==> config.mk <==
export PLATFORM = sky130hd
export DESIGN_NAME = merged_texture_cache_tags_core
export DESIGN_NICKNAME = d
export VERILOG_FILES = /design/src/hdl/mtct_pkg.sv /design/src/hdl/mtct_ram.sv /design/src/hdl/mtct_ctrl.sv /design/src/hdl/merged_texture_cache_tags_core.sv
export VERILOG_INCLUDE_DIRS = /design/src /design/src/hdl
export SDC_FILE = /design/constraint.sdc
export NUM_CORES = 2
export LEC_CHECK = 0
export ABC_CLOCK_PERIOD_IN_PS = 5770
export BUFFER_PORTS_ARGS = -buffer_cell sky130_fd_sc_hd__buf_2
export CAP_MARGIN = 25
export CORE_MARGIN = 2
export CORE_UTILIZATION = 28
export DETAILED_ROUTE_END_ITERATION = 10
export MAX_ROUTING_LAYER = met4
export PLACE_DENSITY = 0.53
export SKIP_LAST_GASP = 1
export SYNTH_ARGS = -nofsm -noshare
export SYNTH_HDL_FRONTEND = slang
export SYNTH_SLANG_ARGS = --single-unit
==> constraint.sdc <==
create_clock -name clk -period 5.77 [get_ports clk]
set_clock_uncertainty 0.15 [all_clocks]
set_input_delay 0 -clock clk [delete_from_list [all_inputs] [get_ports clk]]
set_output_delay 0 -clock clk [all_outputs]
set_load 0.01 [all_outputs]
==> src/hdl/merged_texture_cache_tags_core_assert.svh <==
// Assertion macros shared by the cache tag store.
// Every macro samples on the rising edge of clk and is muted while rst is high.
`ifndef MERGED_TEXTURE_CACHE_TAGS_CORE_ASSERT_SVH
`define MERGED_TEXTURE_CACHE_TAGS_CORE_ASSERT_SVH

// The consequent must hold in the same cycle as the antecedent.
`define MTCT_ASSERT_NOW(lbl, ante, cons, msg) \
  lbl: assert property (@(posedge clk) disable iff (rst) (ante) |-> (cons)) \
    else $error(msg);

// The consequent must hold in the cycle after the antecedent.
`define MTCT_ASSERT_NEXT(lbl, ante, cons, msg) \
  lbl: assert property (@(posedge clk) disable iff (rst) (ante) |=> (cons)) \
    else $error(msg);

`endif

==> src/hdl/mtct_pkg.sv <==
package mtct_pkg;

  localparam int ENTRIES_DEF      = 64;
  localparam int TEXTURE_BITS_DEF = 12;

  localparam int TEX_W   = 12;
  localparam int ORIENT_W = 2;
  localparam int FRAME_W = 31;
  localparam int SLOT_W  = 6;
  localparam int CFG_W   = 7;

  localparam logic OP_LOOKUP = 1'b0;
  localparam logic OP_FLUSH  = 1'b1;

  typedef struct packed {
    logic                op;
    logic [TEX_W-1:0]    bottom_texture;
    logic [TEX_W-1:0]    top_texture;
    logic [ORIENT_W-1:0] orientation;
    logic [FRAME_W-1:0]  frame_number;
  } item_t;

  typedef struct packed {
    logic              hit;
    logic [SLOT_W-1:0] slot;
    logic              must_free_old;
  } result_t;

endpackage

==> src/hdl/mtct_ram.sv <==
module mtct_ram #(
  parameter int WIDTH = 8,
  parameter int DEPTH = 64
) (
  input  logic                     clk,
  input  logic                     we,
  input  logic [$clog2(DEPTH)-1:0] waddr,
  input  logic [WIDTH-1:0]         wdata,
  input  logic [$clog2(DEPTH)-1:0] raddr,
  output logic [WIDTH-1:0]         rdata
);

  logic [WIDTH-1:0] mem [DEPTH];

  always_ff @(posedge clk) begin
    if (we) begin
      mem[waddr] <= wdata;
    end
    rdata <= mem[raddr];
  end

endmodule

==> src/hdl/mtct_ctrl.sv <==
module mtct_ctrl
  import mtct_pkg::*;
#(
  parameter int ENTRIES      = ENTRIES_DEF,
  parameter int TEXTURE_BITS = TEXTURE_BITS_DEF
) (
  input  logic                         clk,
  input  logic                         rst,
  input  logic [$clog2(ENTRIES+1)-1:0] active_n,
  input  logic                         in_valid,
  output logic                         in_ready,
  input  item_t                        in_item,
  output logic                         res_valid,
  input  logic                         res_ready,
  output result_t                      res
);

  localparam int IDX_W  = $clog2(ENTRIES);
  localparam int CNT_W  = $clog2(ENTRIES + 1);
  localparam int KT_W   = (TEXTURE_BITS < TEX_W) ? TEXTURE_BITS : TEX_W;
  localparam int TAG_W  = 2 * KT_W + ORIENT_W;
  localparam int RANK_W = FRAME_W + 1;

  typedef enum logic [1:0] {
    S_IDLE,
    S_SCAN,
    S_WRITE,
    S_DONE
  } state_t;

  state_t state;

  item_t              item;
  logic [CNT_W-1:0]   issue_cnt;
  logic               chk_valid;
  logic [IDX_W-1:0]   chk_idx;
  logic [IDX_W-1:0]   victim;
  logic [RANK_W-1:0]  low_rank;
  logic [IDX_W-1:0]   wr_idx;
  logic               hit_r;
  logic [ENTRIES-1:0] stamp_valid;
  logic [ENTRIES-1:0] alloc;

  logic               issue;
  logic [TAG_W-1:0]   key;
  logic [TAG_W-1:0]   tag_rdata;
  logic [FRAME_W-1:0] stamp_rdata;
  logic [RANK_W-1:0]  cur_rank;
  logic               match;
  logic               better;
  logic               last;
  logic               tag_we;
  logic               stamp_we;

  assign issue    = (state == S_SCAN) && (issue_cnt < active_n);
  assign key      = {item.orientation, item.top_texture[KT_W-1:0],
                     item.bottom_texture[KT_W-1:0]};
  // Empty entries rank below every stamped entry.
  assign cur_rank = stamp_valid[chk_idx] ? {1'b1, stamp_rdata} : '0;
  assign match    = stamp_valid[chk_idx] && alloc[chk_idx] && (tag_rdata == key);
  assign better   = (chk_idx == '0) || (cur_rank < low_rank);
  assign last     = (CNT_W'(chk_idx) + CNT_W'(1)) == active_n;

  assign tag_we   = (state == S_WRITE) && !hit_r;
  assign stamp_we = (state == S_WRITE);

  assign in_ready  = (state == S_IDLE);
  assign res_valid = (state == S_DONE);

  // Tags of flushed entries are never looked at again before a refill, so
  // a flush only drops the stamp valid bits.
  mtct_ram #(
    .WIDTH (TAG_W),
    .DEPTH (ENTRIES)
  ) u_tag_ram (
    .clk   (clk),
    .we    (tag_we),
    .waddr (wr_idx),
    .wdata (key),
    .raddr (issue_cnt[IDX_W-1:0]),
    .rdata (tag_rdata)
  );

  mtct_ram #(
    .WIDTH (FRAME_W),
    .DEPTH (ENTRIES)
  ) u_stamp_ram (
    .clk   (clk),
    .we    (stamp_we),
    .waddr (wr_idx),
    .wdata (item.frame_number),
    .raddr (issue_cnt[IDX_W-1:0]),
    .rdata (stamp_rdata)
  );

  always_ff @(posedge clk) begin
    if (rst) begin
      state       <= S_IDLE;
      chk_valid   <= 1'b0;
      stamp_valid <= '0;
      alloc       <= '0;
    end else begin
      case (state)
        S_IDLE: begin
          chk_valid <= 1'b0;
          if (in_valid) begin
            item      <= in_item;
            issue_cnt <= '0;
            if (in_item.op == OP_FLUSH) begin
              for (int i = 0; i < ENTRIES; i++) begin
                if (i < int'(active_n)) begin
                  stamp_valid[i] <= 1'b0;
                end
              end
              res   <= '0;
              state <= S_DONE;
            end else begin
              state <= S_SCAN;
            end
          end
        end
        S_SCAN: begin
          chk_valid <= issue;
          chk_idx   <= issue_cnt[IDX_W-1:0];
          if (issue) begin
            issue_cnt <= issue_cnt + CNT_W'(1);
          end
          if (chk_valid) begin
            if (match) begin
              wr_idx <= chk_idx;
              hit_r  <= 1'b1;
              state  <= S_WRITE;
            end else begin
              if (better) begin
                low_rank <= cur_rank;
                victim   <= chk_idx;
              end
              if (last) begin
                wr_idx <= better ? chk_idx : victim;
                hit_r  <= 1'b0;
                state  <= S_WRITE;
              end
            end
          end
        end
        S_WRITE: begin
          res.hit           <= hit_r;
          res.slot          <= SLOT_W'(wr_idx);
          res.must_free_old <= !hit_r && alloc[wr_idx];
          if (!hit_r) begin
            stamp_valid[wr_idx] <= 1'b1;
            alloc[wr_idx]       <= 1'b1;
          end
          state <= S_DONE;
        end
        S_DONE: begin
          if (res_ready) begin
            state <= S_IDLE;
          end
        end
        default: begin
          state <= S_IDLE;
        end
      endcase
    end
  end

endmodule

==> src/hdl/merged_texture_cache_tags_core.sv <==
// Lookup: the tag and stamp memories are read one entry per cycle, n = active entries;
// a hit ends the scan at the matching entry, while a miss scans all n entries.
// Flush: clears the stamp valid bits of the active entries. One item is in work at a
// time, so a new item is taken only once the last result has gone to the output register.
// Reset empties every entry and clears allocation; the count of active
// entries returns to ENTRIES.
module merged_texture_cache_tags_core
  import mtct_pkg::*;
#(
  parameter int ENTRIES      = ENTRIES_DEF,
  parameter int TEXTURE_BITS = TEXTURE_BITS_DEF
) (
  input  logic             clk,
  input  logic             rst,
  input  logic             cfg_we,
  input  logic [CFG_W-1:0] cfg_data,
  input  logic             s_axis_tvalid,
  output logic             s_axis_tready,
  // bottom_texture[11:0], top_texture[23:12], orientation[25:24],
  // frame_number[56:26], zero fill[63:57]
  input  logic [63:0]      s_axis_tdata,
  // operation[0]
  input  logic [0:0]       s_axis_tuser,
  output logic             m_axis_tvalid,
  input  logic             m_axis_tready,
  // slot[5:0], must_free_old[6], zero fill[7]
  output logic [7:0]       m_axis_tdata,
  // hit[0]
  output logic [0:0]       m_axis_tuser
);

  localparam int CNT_W = $clog2(ENTRIES + 1);

  `include "merged_texture_cache_tags_core_assert.svh"

  logic [CNT_W-1:0] active_n;
  item_t            in_item;
  result_t          res;
  result_t          out_res;
  logic             res_valid;
  logic             res_ready;

  assign in_item.op             = s_axis_tuser[0];
  assign in_item.bottom_texture = s_axis_tdata[11:0];
  assign in_item.top_texture    = s_axis_tdata[23:12];
  assign in_item.orientation    = s_axis_tdata[25:24];
  assign in_item.frame_number   = s_axis_tdata[56:26];

  always_ff @(posedge clk) begin
    if (rst) begin
      active_n <= CNT_W'(ENTRIES);
    end else if (cfg_we) begin
      if (cfg_data == '0 || 32'(cfg_data) > 32'(ENTRIES)) begin
        active_n <= CNT_W'(ENTRIES);
      end else begin
        active_n <= CNT_W'(cfg_data);
      end
    end
  end

  mtct_ctrl #(
    .ENTRIES      (ENTRIES),
    .TEXTURE_BITS (TEXTURE_BITS)
  ) u_ctrl (
    .clk       (clk),
    .rst       (rst),
    .active_n  (active_n),
    .in_valid  (s_axis_tvalid),
    .in_ready  (s_axis_tready),
    .in_item   (in_item),
    .res_valid (res_valid),
    .res_ready (res_ready),
    .res       (res)
  );

  // The output register frees the controller as soon as its result is held.
  assign res_ready = !m_axis_tvalid || m_axis_tready;

  always_ff @(posedge clk) begin
    if (rst) begin
      m_axis_tvalid <= 1'b0;
    end else if (res_ready) begin
      m_axis_tvalid <= res_valid;
    end
  end

  always_ff @(posedge clk) begin
    if (res_valid && res_ready) begin
      out_res <= res;
    end
  end

  assign m_axis_tdata = {1'b0, out_res.must_free_old, out_res.slot};
  assign m_axis_tuser = out_res.hit;

  `MTCT_ASSERT_NEXT(a_busy_after_transfer, s_axis_tvalid && s_axis_tready,
    !s_axis_tready, "input taken while an item is still in work")

  `MTCT_ASSERT_NOW(a_active_in_range, 1'b1,
    active_n != '0 && 32'(active_n) <= 32'(ENTRIES),
    "active entry count out of range")

endmodule
Word level (Yosys, flattened, before mapping). Memory sizes are Yosys's and may differ from the RTL's. A register that Yosys moved wholly into a read port is not among the register bits. Cells that the tools add are included. W data, S select, Z words.

Output and inout bits: 11. Memories: 2. Flip-flop bits (word level): 270. Input bits: 77. Memory bits (writable): 3648. Logic and storage cells: 431.

Muxes and demuxes: 100. Bitwise gates (word level): 5. Reduce and logical (&&, ||, !) cells: 91. Order comparisons: 70. $add $sub $neg: 2. Equality and inequality tests: 76.

Memory list: u_ctrl.u_stamp_ram.mem (depth 64, bits a word 31, rd ports 1, clocked after Yosys merged registers in 1, wr ports 1, RTL line mtct_ram.sv:13) `logic [WIDTH-1:0] mem [DEPTH];`; u_ctrl.u_tag_ram.mem (depth 64, bits a word 26, rd ports 1, clocked after Yosys merged registers in 1, wr ports 1, RTL line mtct_ram.sv:13).

Operators with widths (count): $reduce_and A5 Y1 (65); $lt A6 B7 Y1 const A (32); $mux W64 (3); $ne A2 B1 Y1 const B (68); $or A64 B64 Y64 (2); $pmux W64 S2 (1); $lt A5 B7 Y1 const A (16); $mux W1 (73); $lt A4 B7 Y1 const A (8); $lt A32 B32 Y1 (1); $mux W32 (1); $lt A3 B7 Y1 const A (4); $eq A26 B26 Y1 (1); $mux W7 (3); $reduce_and A4 Y1 (5); $bmux W1 S6 (3); $mux W6 (3); $mux W8 (2); $pmux W8 S2 (1); $lt A1 B7 Y1 const A (2); $lt A2 B7 Y1 const A (2); $lt A6 B7 Y1 const B (2); $pmux W7 S2 (1); $mux W2 (6); other kinds (23) (39).

Longest topological paths before layout.
Depth in word-level cells: 8. Mapped depth: 19. Mapped depth without buffers: 15.

Modules after synthesis. A second synthesis with hierarchy kept.

Cell total of the unflattened synthesis: 7472. Area, all modules: 153925.1 µm².

Modules (own cells, without submodules): mtct_ram at u_ctrl.u_stamp_ram (times used 1, cells an instance 3423, area an instance 76502.1 µm²); mtct_ram at u_ctrl.u_tag_ram (times used 1, cells an instance 2827, area an instance 64235.4 µm²); mtct_ctrl (times used 1, cells an instance 1176, area an instance 12619.6 µm²); merged_texture_cache_tags_core (times used 1, cells an instance 46, area an instance 568.0 µm²).

Worst setup path before layout. No wires, ideal clock.

Kind: reg-to-reg. Start: register u_ctrl.chk_idx[1]. End: register u_ctrl.low_rank[0], enable pin. Cell stages (with the launch flop): 19. Path buffers: 5. Required time: 5228 ps. Slack: 380 ps. Data arrival time: 4848 ps. Cell sequence: edfxtp_1 -> buf_4 -> buf_4 -> buf_2 -> nor4_1 -> nor4_4 -> mux2i_1 -> clkbuf_1 -> and2_1 -> ha_1 -> a2111oi_0 -> o21ai_1 -> a221oi_1 -> nor2_1 -> or3_1 -> o311a_1 -> buf_6 -> nand2_4 -> and2_1.

Word-level cells in the longest chain between the ends: 6. Elaborated cells between the ends (all ways): 12. Those cells by class: 1 x order compare; 5 x mux; 1 x bitwise; 5 x reduce/logical.

RTL lines: start, declared (RTL line mtct_ctrl.sv:36) `logic [IDX_W-1:0] chk_idx;`; start signal, assigned (RTL line mtct_ctrl.sv:124) `chk_idx <= issue_cnt[IDX_W-1:0];`; $bmux W1 S6 (RTL line mtct_ctrl.sv:59) `assign cur_rank = stamp_valid[chk_idx] ? {1'b1, stamp_rdata} : '0;`; $mux W1 (not written as such) (RTL line mtct_ctrl.sv:59); $mux W32 (RTL line mtct_ctrl.sv:59); named net u_ctrl.cur_rank[11] (RTL line mtct_ctrl.sv:48) `logic [RANK_W-1:0] cur_rank;`; $lt A32 B32 Y1 (RTL line mtct_ctrl.sv:61) `assign better = (chk_idx == '0) || (cur_rank < low_rank);`; $logic_or A1 B1 Y1 (RTL line mtct_ctrl.sv:61); $reduce_and A5 Y1 (no line); end signal, assigned (RTL line mtct_ctrl.sv:135) `low_rank <= cur_rank;`; end, declared (RTL line mtct_ctrl.sv:38) `logic [RANK_W-1:0] low_rank;`.

The timed path passes the listed nets, and every way through them passes these cells. The select of a mux whose other input is x is not followed. A chain may end at the register's enable or synchronous reset.

Worst setup path after layout.
Start: register u_ctrl.chk_idx[1]. End: register u_ctrl.low_rank[6], enable pin.

Same word-level chain as after synthesis.

==> flow_summary.json <==
{
  "cp.arrival_ns": 5.95,
  "globalRouteTotalUtil_pct": 15.7,
  "synth_edf_count": 3779,
  "drv_cap": 0,
  "crit_type": "reg -> reg",
  "syn_inst": 6581,
  "power_uw": 71200,
  "start_util_pct": 28.1,
  "tns_ns": 0,
  "cts_max_level": 5,
  "dp_hpwl_mm": 251,
  "finalHoldViolCount": 0,
  "wl_mm": 429,
  "critical_path.top_delay_family": "compound AO/OA/AOI/OAI gates",
  "seq_area_frac_synth_pct": 77.1,
  "setup_slack_ns": 0.369,
  "dp.cells": 13800,
  "p_leak_uw": 0.0544,
  "met3_length_mm": 29.3,
  "grt_max_degree": 101,
  "rsz0062_at_grt": "no",
  "wl_met1_mm": 183,
  "synth_cell_types": 75,
  "dp_slack_ns": 0.326,
  "drive_gt1_share_pct": 31.2,
  "numCtsBuffers": 396,
  "slowest_stage": "edfxtp_1",
  "worst_ep_required_time_ns": 6.32,
  "setup_viol": 0,
  "worst_setup_path_start_kind": "flop",
  "power_density_nw_per_um2": 399,
  "io_pins": 88,
  "viasPerCell": 4.98,
  "die_height_um": 742,
  "top_layer": "met4",
  "reg2reg_slack_ns": 0.37,
  "drtPass1Iterations": 6,
  "core_um2": 541000,
  "gp_congestion": 0.816,
  "slew_headroom_pct": 26.8,
  "utilization_pct": 33.0,
  "final_nets": 7298,
  "cpPeakStageDelay_ns": 0.53,
  "max_freq_ghz": 0.185,
  "cp_common_cell": "buf_4",
  "synth-seq-cells": 3975,
  "status": "complete, no violations",
  "p_sw_uw": 19000,
  "portBuffers": 79,
  "tightest_slew_ns": 1.10,
  "clkPwrFrac_pct": 36.0,
  "synth_area_leader_cell": "edfxtp_1",
  "ys.flop_type": "edfxtp_1",
  "timing.rr.end": "u_ctrl.low_rank[6]$_DFFE_PP_",
  "period_share_pct": 93.6,
  "clock-sinks": 3975,
  "overflow": 0,
  "synth_warnings": 0,
  "synthDominantCellAreaShare_pct": 74.5,
  "antenna_left": 0,
  "routed-via-count": 73400,
  "hold_class": "in -> reg",
  "synth_nets": 6702,
  "route.met2.wl_mm": 209,
  "clk_path_buf_depth": 4,
  "cp.depth": 18,
  "swShare_pct": 26.7,
  "cts-resized-gates": 0,
  "antenna_found_initial": 54,
  "crit_path_end": "u_ctrl.low_rank[6]$_DFFE_PP_",
  "clk_pin_slew_worst_paths_ns": 0.07,
  "r2r-start": "u_ctrl.chk_idx[1]$_DFFE_PP_",
  "comb_power_share_pct": 18.0,
  "seqPwrFrac_pct": 46.0,
  "ir_drop_uv": 259,
  "reg2regPathDepth": 18,
  "slew_viol_final": 0,
  "grt_pass1_vias": 74600,
  "avgSynthCellArea_um2": 23.1,
  "critPathLaunch": "u_ctrl.chk_idx[1]$_DFFE_PP_",
  "die_area_um2": 550000,
  "instances_no_fill": 14700,
  "crit_chain": "buf_4, mux2i_1, a211oi_1, o211ai_1, and4_1, mux2i_4, buf_4, and2_1, ha_1, a21oi_1, o21ai_0, a221oi_1, o22ai_1, or3_1, o311a_1, nand2_4, and2_2, buf_12",
  "areaGrowthSynthToFinish_pct": 17.2,
  "die_w_um": 742,
  "layout_min_cycle_time_ns": 5.40,
  "drt-initial-drc-count": 9041,
  "clockRootBuffer": "clkbuf_16",
  "crit_fanout": 22,
  "synth_area_leaders": "edfxtp_1 (74%), mux4_2 (18%), dfxtp_1 (2.6%), nor2_1 (0.72%), clkbuf_1 (0.54%)",
  "syn-cell-area_um2": 152000,
  "drcViolationCount": 0,
  "end_kind": "flop",
  "path_buf_inv": 3,
  "clock_latency_ns": 0.99,
  "p_int_uw": 52200,
  "grt_pass1_wl_mm": 597,
  "num_rows": 270,
  "routedWlPerCell_um": 29.1,
  "cts_tree": "built",
  "async_flop_share_pct": 0
}
==> repair_timing <==
| item | CTS | global route |
|---|---|---|
| endpoints found under the hold margin | 231 | 0 |
| hold buffers | 146 | 0 |
| buffers inserted | 0 | 2 |
| setup endpoints to repair | 0 | 20 |
==> how the worst min path moves through the flow <==
stage	depth (start not counted)	startpoint	endpoint	slack, ns
3_3_place_gp	1	s_axis_tdata[5]	u_ctrl.item[50]$_DFFE_PP_	0.03
5_1_grt	3	s_axis_tdata[45]	u_ctrl.item[19]$_DFFE_PP_	0.07
6_report	3	s_axis_tdata[36]	u_ctrl.item[10]$_DFFE_PP_	0.09
4_1_cts	3	s_axis_tdata[37]	u_ctrl.item[11]$_DFFE_PP_	0.02
3_5_place_dp	1	s_axis_tdata[50]	u_ctrl.item[24]$_DFFE_PP_	0.03
2_1_floorplan	0	s_axis_tdata[26]	u_ctrl.item[0]$_DFFE_PP_	-0.05
==> Yosys cell counts (3+ instances only) <==
master and n:
nand4_1 22, mux2_1 4, buf_6 6, a22oi_1 35, nand3_1 37, mux2_2 5
a311oi_1 4, and3_1 7, and2_1 48, or3_1 4, nand2_1 80, nand3b_1 4
a31oi_1 61, buf_2 68, nor3_1 29, xor2_1 13, a211oi_1 64, a21o_1 10
nor4_1 9, nor3b_1 3, dfxtp_1 196, o21ai_0 18, mux4_2 1211, and3b_1 4
mux2i_1 39, a21oi_1 34, o31a_1 3, xnor2_1 24, ha_1 44, o22ai_1 8
nor2b_1 17, clkbuf_1 218, a221oi_1 5, buf_1 52, buf_4 8, nor2_1 294
nand2b_1 10, edfxtp_1 3779, inv_1 48, or2_2 9, clkinv_1 5
==> flip-flops by register name, indices dropped and copies added, names as in the netlist, 26 cells and up <==
name                      flops
u_ctrl.u_stamp_ram.mem     1984
u_ctrl.item                  57
u_ctrl.u_tag_ram.rdata       26
u_ctrl.u_stamp_ram.rdata     31
u_ctrl.alloc                 64
u_ctrl.stamp_valid           64
u_ctrl.u_tag_ram.mem       1664
u_ctrl.low_rank              32
==> routing by layer <==
| metal | up-vias | global-route usage [%] |
|---|---|---|
| li1 | 29400 | - |
| met1 | 40800 | 21.3 |
| met2 | 2801 | 25.2 |
| met3 | 500 | 2.37 |
| met4 | 0 | 2.88 |
| met5 | - | - |
==> metrics by stage <==
stage | cell area (um2) | hold slack (ns)
4_1_cts | 178000 | 0.0184
3_5_place_dp | 164000 | 0.0281
5_1_grt | 179000 | 0.0710
3_3_place_gp | 164000 | 0.0274
6_report | 179000 | 0.0929
2_1_floorplan | 152000 | -0.0511
==> final cells by class <==
| class | instances | area, um2 |
|---|---|---|
| Clock inverter | 237 | 2290 |
| Clock buffer | 503 | 10500 |
| Multi-Input combinational cell | 2201 | 34300 |
| Sequential cell | 3975 | 117000 |
| Antenna cell | 16 | 40.0 |
| Inverter | 53 | 199 |
| Tap cell | 7208 | 9020 |
| Timing Repair Buffer | 550 | 4880 |
| Fill cell | 50700 | 363000 |
==> power by group through the flow <==
stage,sequential (uW),clock (uW),combinational (uW)
2_1_floorplan,33500,0,7670
3_3_place_gp,33400,0,12800
3_5_place_dp,33400,0,13000
4_1_cts,32800,26100,13100
5_1_grt,32800,27200,13500
6_report,32800,25600,12800
==> cell families (layout without fill, tap and decap cells) <==
family	Yosys count	in the layout	synth area share [%]
AOI/OAI and AO/OA	269	269	1.22
DFF	3975	3975	77.1
buffers and inverters	405	1343	1.10
muxes	1260	1260	18.2
and+or+nand+nor	590	590	1.80
other	1	17	0.00246
adders and majority gates	44	44	0.361
xor gates and xnor gates	37	37	0.213
==> placed cells by master (no fill, tap or decap), types with 47 or more instances in the layout <==
master	synthesis	layout
edfxtp_1	3779	3779
clkinv_1	5	86
nor2_4	0	126
mux4_2	1211	1211
a211oi_1	64	64
a31oi_1	61	61
buf_2	68	82
nand2_1	80	79
dfxtp_1	196	196
dlygate4sd3_1	0	146
clkbuf_1	218	95
clkbuf_16	0	399
clkinv_2	0	72
buf_4	8	276
nor2_1	294	167
and2_1	48	47
inv_1	48	48
==> worst register-to-register path: cells and delay by family (launching register included) <==
family	cells	cell delay [ns]
AO/OA/AOI/OAI	7	1.64
AND/OR/NAND/NOR	5	1.22
buffers and inverters	3	0.81
flip-flops	1	0.53
multiplexers	2	0.49
adder cells (fa/ha/maj)	1	0.25
(Power assumes the default switching activity.)
